--- src/rtl/sobel_edge_magnitude_rgb_macros.svh ---
// assertion macros for the sobel edge magnitude block
`ifndef SOBEL_EDGE_MAGNITUDE_RGB_MACROS_SVH
`define SOBEL_EDGE_MAGNITUDE_RGB_MACROS_SVH
// implication checked on every rising clock edge outside reset
`define SEM_ASSERT_IMP(label, ante, cons, msg) \
    label: assert property (@(posedge aclk) disable iff (!aresetn) (ante) |-> (cons)) \
        else $error(msg);
// next-cycle implication
`define SEM_ASSERT_NEXT(label, ante, cons, msg) \
    label: assert property (@(posedge aclk) disable iff (!aresetn) (ante) |=> (cons)) \
        else $error(msg);
`endif

--- src/rtl/sem_pkg.sv ---
// shared types and constants for the sobel edge magnitude block
package sem_pkg;
    localparam int MAX_WIDTH = 1024;
    localparam int COL_W = $clog2(MAX_WIDTH);
    localparam int ROW_W = 12;
    localparam int HEIGHT_LIMIT = 4096;
    localparam int CFG_DATA_W = 13;
    localparam int CFG_IDX_W = 1;
    localparam logic [CFG_IDX_W-1:0] REG_WIDTH = 1'b0;
    localparam logic [CFG_IDX_W-1:0] REG_HEIGHT = 1'b1;
    localparam logic CMD_PIXEL = 1'b0;
    localparam logic CMD_FLUSH = 1'b1;
    localparam logic [19:0] SAT_BOUND = 20'd65280;

    typedef struct packed {
        logic       command;
        logic [7:0] in_red;
        logic [7:0] in_green;
        logic [7:0] in_blue;
    } sem_in_t;

    typedef struct packed {
        logic [7:0] out_red;
        logic [7:0] out_green;
        logic [7:0] out_blue;
        logic       frame_end;
    } sem_out_t;

    typedef enum logic [2:0] {
        ST_IDLE, ST_READ, ST_WIN, ST_GRAD, ST_SQR, ST_ROOT, ST_OUT
    } sem_state_t;

    typedef struct packed {
        logic load;
        logic read;
        logic shift;
        logic grad;
        logic square;
        logic root_start;
        logic root_step;
        logic publish;
    } sem_cmd_t;

    typedef struct packed {
        logic skip;
        logic emit;
        logic root_done;
    } sem_stat_t;
endpackage

--- src/rtl/sem_ctrl.sv ---
// controller state machine that sequences one request through the datapath
module sem_ctrl (
    input  logic              aclk,
    input  logic              aresetn,
    input  logic              s_valid,
    output logic              s_ready,
    input  logic              out_busy,
    input  sem_pkg::sem_stat_t stat,
    output sem_pkg::sem_cmd_t  cmd
);
    import sem_pkg::*;

    sem_state_t state_reg, state_next;

    always_ff @(posedge aclk) begin
        if (!aresetn) state_reg <= ST_IDLE;
        else state_reg <= state_next;
    end

    always_comb begin
        state_next = state_reg;
        case (state_reg)
            ST_IDLE: if (s_valid) state_next = ST_READ;
            ST_READ: state_next = stat.skip ? ST_IDLE : ST_WIN;
            ST_WIN:  state_next = stat.emit ? ST_GRAD : ST_IDLE;
            ST_GRAD: state_next = ST_SQR;
            ST_SQR:  state_next = ST_ROOT;
            ST_ROOT: if (stat.root_done) state_next = ST_OUT;
            ST_OUT:  if (!out_busy) state_next = ST_IDLE;
            default: state_next = ST_IDLE;
        endcase
    end

    always_comb begin
        cmd = '0;
        s_ready = 1'b0;
        case (state_reg)
            ST_IDLE: begin
                s_ready = 1'b1;
                cmd.load = s_valid;
            end
            ST_READ: cmd.read = 1'b1;
            ST_WIN:  cmd.shift = 1'b1;
            ST_GRAD: cmd.grad = 1'b1;
            ST_SQR: begin
                cmd.square = 1'b1;
                cmd.root_start = 1'b1;
            end
            ST_ROOT: cmd.root_step = 1'b1;
            ST_OUT:  cmd.publish = !out_busy;
            default: cmd = '0;
        endcase
    end

`include "sobel_edge_magnitude_rgb_macros.svh"
    `SEM_ASSERT_IMP(a_ready_idle, s_ready, state_reg == ST_IDLE, "ready outside idle")
    `SEM_ASSERT_NEXT(a_load_read, cmd.load, state_reg == ST_READ, "load not followed by read")
    `SEM_ASSERT_IMP(a_pub_free, cmd.publish, !out_busy, "publish over a waiting result")
endmodule

--- config.mk ---
export PLATFORM = sky130hd
export DESIGN_NAME = sem_ctrl
export DESIGN_NICKNAME = d
export VERILOG_FILES = /design/src/rtl/sem_pkg.sv /design/src/rtl/sem_ctrl.sv
export VERILOG_INCLUDE_DIRS = /design/src /design/src/rtl
export SDC_FILE = /design/constraint.sdc
export NUM_CORES = 1
export LEC_CHECK = 0
export ABC_AREA = 1
export BUFFER_PORTS_ARGS = -buffer_cell sky130_fd_sc_hd__buf_2
export CORE_AREA = 2 2 39 41
export DETAILED_ROUTE_END_ITERATION = 10
export DIE_AREA = 0 0 41 43
export PLACE_DENSITY_LB_ADDON = 0.25
export SKIP_LAST_GASP = 1
export SLEW_MARGIN = 20
export SYNTH_ARGS = -nofsm -noshare
export SYNTH_HDL_FRONTEND = slang
export SYNTH_SLANG_ARGS = --single-unit
--- constraint.sdc ---
create_clock -name aclk -period 0.9 [get_ports aclk]
set_input_delay 0.09 -clock aclk [delete_from_list [all_inputs] [get_ports aclk]]
set_output_delay 0.09 -clock aclk [all_outputs]
set_load 0.005 [all_outputs]
Word-level counts from Yosys, hierarchy flattened
Index checks and enable logic that the tools add are counted.

Reductions and logical operators: 3. Eq/ne operators: 9. Muxes and demuxes: 14.

Operators by type and width (number): $pmux W3 S7 (1); $eq A3 B3 Y1 const B (3); $mux W3 (3); $mux W1 (7); $eq A3 B2 Y1 const B (2); $mux W2 (3); $ne A2 B2 Y1 const B (3); $eq A3 B1 Y1 const B (1); $logic_not A3 Y1 (1); $reduce_and A3 Y1 (1); $logic_not A1 Y1 (1).

Register bits after elaboration: 3. Output and inout bits: 9. Word-level logic and storage cells: 27. Bits of input ports: 7.

Logic depth before layout (Yosys ltp)
Word-level depth: 3. Gate-level depth with buffers: 6. Depth with buffers taken out: 6.

Worst setup path before layout
OpenSTA, ideal clock, no wires.

Path kind: register to output. Start point: register state_reg[0]. End point: output port cmd[3] in the netlist's numbering. Buffers on the path: 2. Cell stages (with the launch flop): 6. Arrival time: 856 ps. Data required time: 810 ps. Setup slack: -46 ps. Cell sequence: dfxtp_1 buf_6 nor2_2 inv_1 nor2_1 buf_4.

RTL lines: start: declaration (line sem_ctrl.sv:13) `sem_state_t state_reg, state_next;`; start signal: assignment (line sem_ctrl.sv:17) `else state_reg <= state_next;`; end: declaration (line sem_ctrl.sv:9) `output sem_pkg::sem_cmd_t cmd`.

==> flow_summary.html <==
<table>
<tr><th>Metric</th><th>Value</th></tr>
<tr><th colspan="2">Outcome</th></tr>
<tr><td>Violated checks</td><td>setup timing</td></tr>
<tr><td>Result of the run</td><td>complete, but fails checks</td></tr>
<tr><th colspan="2">Setup path</th></tr>
<tr><td>CP Data Required Time</td><td>0.81 ns</td></tr>
<tr><td>Startpoint-to-endpoint class of the critical path</td><td>reg -&gt; out</td></tr>
<tr><td>Arrival time at the worst endpoint</td><td>1.02 ns</td></tr>
<tr><td>Kind of end point of the critical path</td><td>output port</td></tr>
<tr><td>Critical Path, Cell by Cell</td><td>buf_4 &gt; nor3_2 &gt; buf_2</td></tr>
<tr><td>Buffer and inverter count on the worst path</td><td>2</td></tr>
<tr><td>Slowest cell delay on critical path</td><td>0.36 ns</td></tr>
<tr><td>Cell with the largest stage delay on the worst path</td><td>sky130_fd_sc_hd__dfxtp_4</td></tr>
<tr><td>Top Family by Delay on Critical Path</td><td>flip-flops</td></tr>
<tr><td>Maximum fanout encountered on the critical timing path</td><td>5</td></tr>
<tr><td>Type of element launching the critical path</td><td>register</td></tr>
<tr><th colspan="2">Synthesis</th></tr>
<tr><td>Count of mapped cells out of synthesis</td><td>44</td></tr>
<tr><td>Count of unique library cells instantiated by Yosys</td><td>15</td></tr>
<tr><td>Biggest area consumer among synthesized cells</td><td>sky130_fd_sc_hd__dfxtp_1</td></tr>
<tr><td>Yosys warning total</td><td>0</td></tr>
<tr><td>FF+latch count, synth</td><td>3</td></tr>
<tr><td>Fraction of synthesized cell area taken by the top area cell type</td><td>23.1%</td></tr>
<tr><td>Register area share after synthesis</td><td>23.1%</td></tr>
<tr><td>Avg Inst Size Synth</td><td>5.91 sq um</td></tr>
<tr><td>Syn Nets</td><td>51</td></tr>
<tr><td>Netlist area before placement</td><td>260 sq um</td></tr>
<tr><td>Synth top area cells</td><td>sky130_fd_sc_hd__dfxtp_1 (23%), sky130_fd_sc_hd__inv_1 (10%), sky130_fd_sc_hd__nand2_1 (10%), sky130_fd_sc_hd__nor2_1 (10%), sky130_fd_sc_hd__nand3_1 (9.6%)</td></tr>
<tr><th colspan="2">STA</th></tr>
<tr><td>Final period utilization</td><td>123%</td></tr>
<tr><td>RSZ-0062 raised after global routing</td><td>true</td></tr>
<tr><td>Max Clock Skew</td><td>0.00130 ns</td></tr>
<tr><td>Final setup violation count</td><td>12</td></tr>
<tr><td>Max-slew violation count</td><td>0</td></tr>
<tr><td>WHS</td><td>0.0919 ns</td></tr>
<tr><td>Worst path setup slack after routing</td><td>-0.210 ns</td></tr>
<tr><td>Count of endpoints failing hold in the final timing report</td><td>0</td></tr>
<tr><td>Post-layout min period</td><td>1.11 ns</td></tr>
<tr><td>Relative slew slack</td><td>88.8%</td></tr>
<tr><td>Worst slew pin tran</td><td>0.166 ns</td></tr>
<tr><td>Max Clk Rate</td><td>901 MHz</td></tr>
<tr><th colspan="2">Clock tree</th></tr>
<tr><td>Clk Tree Root Cell</td><td>sky130_fd_sc_hd__clkbuf_4</td></tr>
<tr><td>Longest Clk Path Bufs</td><td>2</td></tr>
<tr><td>Number of H-tree levels</td><td>1</td></tr>
<tr><td>Clock slew at reported path FFs</td><td>0.04 ns</td></tr>
<tr><td>Clock Latency Late Sink</td><td>0.23 ns</td></tr>
<tr><td>CTS Buf Count</td><td>3</td></tr>
<tr><td>TritonCTS clock tree</td><td>done</td></tr>
<tr><td>Num Clock Sinks</td><td>3</td></tr>
<tr><th colspan="2">Global routing</th></tr>
<tr><td>Wire length of the first global-routing pass</td><td>1330 um</td></tr>
<tr><td>Global-route congestion overflow total</td><td>0</td></tr>
<tr><td>Vias in the first global route</td><td>351</td></tr>
<tr><td>Global Route Usage Sum</td><td>10.9%</td></tr>
<tr><td>Largest net degree at the start of global routing</td><td>8</td></tr>
<tr><td>Number of antenna violations at the first check in global routing</td><td>0</td></tr>
<tr><th colspan="2">Drt</th></tr>
<tr><td>DRC marker count from the first detailed-route iteration</td><td>3</td></tr>
<tr><td>Vias per cell</td><td>4.28</td></tr>
<tr><td>Detailed-routing iteration count for the pre-antenna-repair pass</td><td>2</td></tr>
<tr><td>Vias after detailed routing</td><td>377</td></tr>
<tr><td>Total Wirelength</td><td>807 um</td></tr>
<tr><td># DRC</td><td>0</td></tr>
<tr><td>Antenna-violating nets left</td><td>0</td></tr>
<tr><td>Routed wirelength normalized by instance count</td><td>9.17 um</td></tr>
<tr><th colspan="2">Finish</th></tr>
<tr><td>Fraction of layout instances using a drive strength above 1</td><td>66.7%</td></tr>
<tr><td>Signed area change from the synthesized netlist to the final layout</td><td>108%</td></tr>
<tr><td>Fraction of the core area covered by cells at the end of the flow</td><td>39.1%</td></tr>
<tr><td>Max FFs per register</td><td>3</td></tr>
<tr><td>Nets@finish</td><td>80</td></tr>
<tr><td>Most common cell after layout, fill and taps aside</td><td>sky130_fd_sc_hd__buf_2</td></tr>
<tr><td>Most frequent cells in the layout</td><td>sky130_fd_sc_hd__buf_2 (15), sky130_fd_sc_hd__inv_1 (6), sky130_fd_sc_hd__nor2_1 (6), sky130_fd_sc_hd__buf_4 (6)</td></tr>
<tr><td>Antenna diode count</td><td>0</td></tr>
<tr><td>Filler cells</td><td>156</td></tr>
<tr><th colspan="2">Pwr</th></tr>
<tr><td>Register share of total power</td><td>24.8%</td></tr>
<tr><td>Switching component of the power</td><td>293 uW</td></tr>
<tr><td>Cell area power density</td><td>1510 mW/mm^2</td></tr>
<tr><td>Internal Dissipation</td><td>521 uW</td></tr>
<tr><td>Portion of total power attributed to the clock network</td><td>28.6%</td></tr>
<tr><td>Power, Total</td><td>814 uW</td></tr>
<tr><td>Switching part of the total</td><td>36.0%</td></tr>
<tr><td>Leakage</td><td>0.000310 uW</td></tr>
<tr><td>Combinational fraction of design power</td><td>46.6%</td></tr>
<tr><td>Worst voltage drop across the vdd grid</td><td>0.429 mV</td></tr>
<tr><th colspan="2">Die</th></tr>
<tr><td>Total Die Area</td><td>0.00176 sq mm</td></tr>
<tr><td>Effective utilization at floorplan</td><td>18.8%</td></tr>
<tr><td>Core region area</td><td>0.00138 sq mm</td></tr>
<tr><td>Number of primary I/O pins</td><td>16</td></tr>
<tr><td>Core Rows</td><td>14</td></tr>
<tr><td>Vert. Die Dim</td><td>43 um</td></tr>
<tr><td>Die Width</td><td>41 um</td></tr>
<tr><th colspan="2">Hold path</th></tr>
<tr><td>Class of the tightest hold or removal check</td><td>in -&gt; reg</td></tr>
<tr><th colspan="2">Placement</th></tr>
<tr><td>Post-detail-place hpwl</td><td>564 um</td></tr>
<tr><td>Number of buffers inserted by port buffering</td><td>15</td></tr>
<tr><td>GP Congestion</td><td>0.657</td></tr>
<tr><td>Worst slack, placed</td><td>-0.184 ns</td></tr>
<tr><th colspan="2">Run</th></tr>
<tr><td>Maximum capacitance violations</td><td>0</td></tr>
</table>
power groups by stage:
stage	sequential [uW]	clock, uW	combinational [uW]
floorplan	174	0	184
global placement	195	0	249
detailed placement	196	0	249
CTS	198	239	348
global route	206	254	425
finish	202	233	380
through the flow:
step	instances	area (sq um)	TNS [ns]
after detailed placement	77	382	-0.787
final	88	541	-1.93
after global routing	88	541	-2.69
after CTS	88	512	-2.05
after floorplan	44	275	-0.0127
after global placement	77	382	-0.696
worst min-delay path, delay by kind of cell:
family,cells,cell delay (ns)
buffers and inverters,2,0.17
AND/OR/NAND/NOR,1,0.03
path summary, 6_finish.rpt:
kind                                    from            to  slack, ns  cells after the start
worst min-delay path                 aresetn  state_reg[2]       0.09                      3
worst min register to register  state_reg[0]  state_reg[1]       0.71                      4
worst max register to register  state_reg[2]  state_reg[2]      -0.11                      7
worst max-delay path            state_reg[1]        cmd[6]      -0.21                      3
cell usage after synthesis:
master,n
sky130_fd_sc_hd__inv_1,7
sky130_fd_sc_hd__nand2_1,7
sky130_fd_sc_hd__nor2_1,7
sky130_fd_sc_hd__nand3_1,5
sky130_fd_sc_hd__dfxtp_1,3
sky130_fd_sc_hd__nand4_1,3
sky130_fd_sc_hd__inv_2,2
sky130_fd_sc_hd__nand3_2,2
sky130_fd_sc_hd__nor3_1,2
sky130_fd_sc_hd__a21oi_1,1
sky130_fd_sc_hd__buf_4,1
sky130_fd_sc_hd__buf_6,1
sky130_fd_sc_hd__clkinv_1,1
sky130_fd_sc_hd__nor2_2,1
sky130_fd_sc_hd__nor4_1,1
cell type report:
class | count | area (sq um) | share of cell area (%)
multi-input cells | 29 | 199 | 36.8
repair buffers | 26 | 176 | 32.6
flip-flops and latches | 3 | 71.3 | 13.2
inverters | 10 | 47.5 | 8.80
clock buffers | 4 | 26.3 | 4.86
well taps | 16 | 20.0 | 3.70
layer usage:
metal	part of all wire [%]	global-route usage [%]	vias up
met1	35	12.5	166
met4	0.74	6.00	0
met2	57	17.2	13
met3	7.2	3.14	2
met5	0	0	-
li1	-	-	196
kinds of logic after synthesis:
family,count (synthesis),share of synthesized area [%]
AOI/OAI and AO/OA,1,1.92
buffers and inverters,12,21.6
DFF,3,23.1
and+or+nand+nor,28,53.4
what timing repair did:
item                                    in CTS  in global routing
setup buffers                                7                  0
hold buffers                                 0                  0
gates resized for setup                     15                  7
pin swaps                                    5                  8
endpoints found under the setup margin      12                 12
Note: power is estimated with default switching activity, not from simulation.
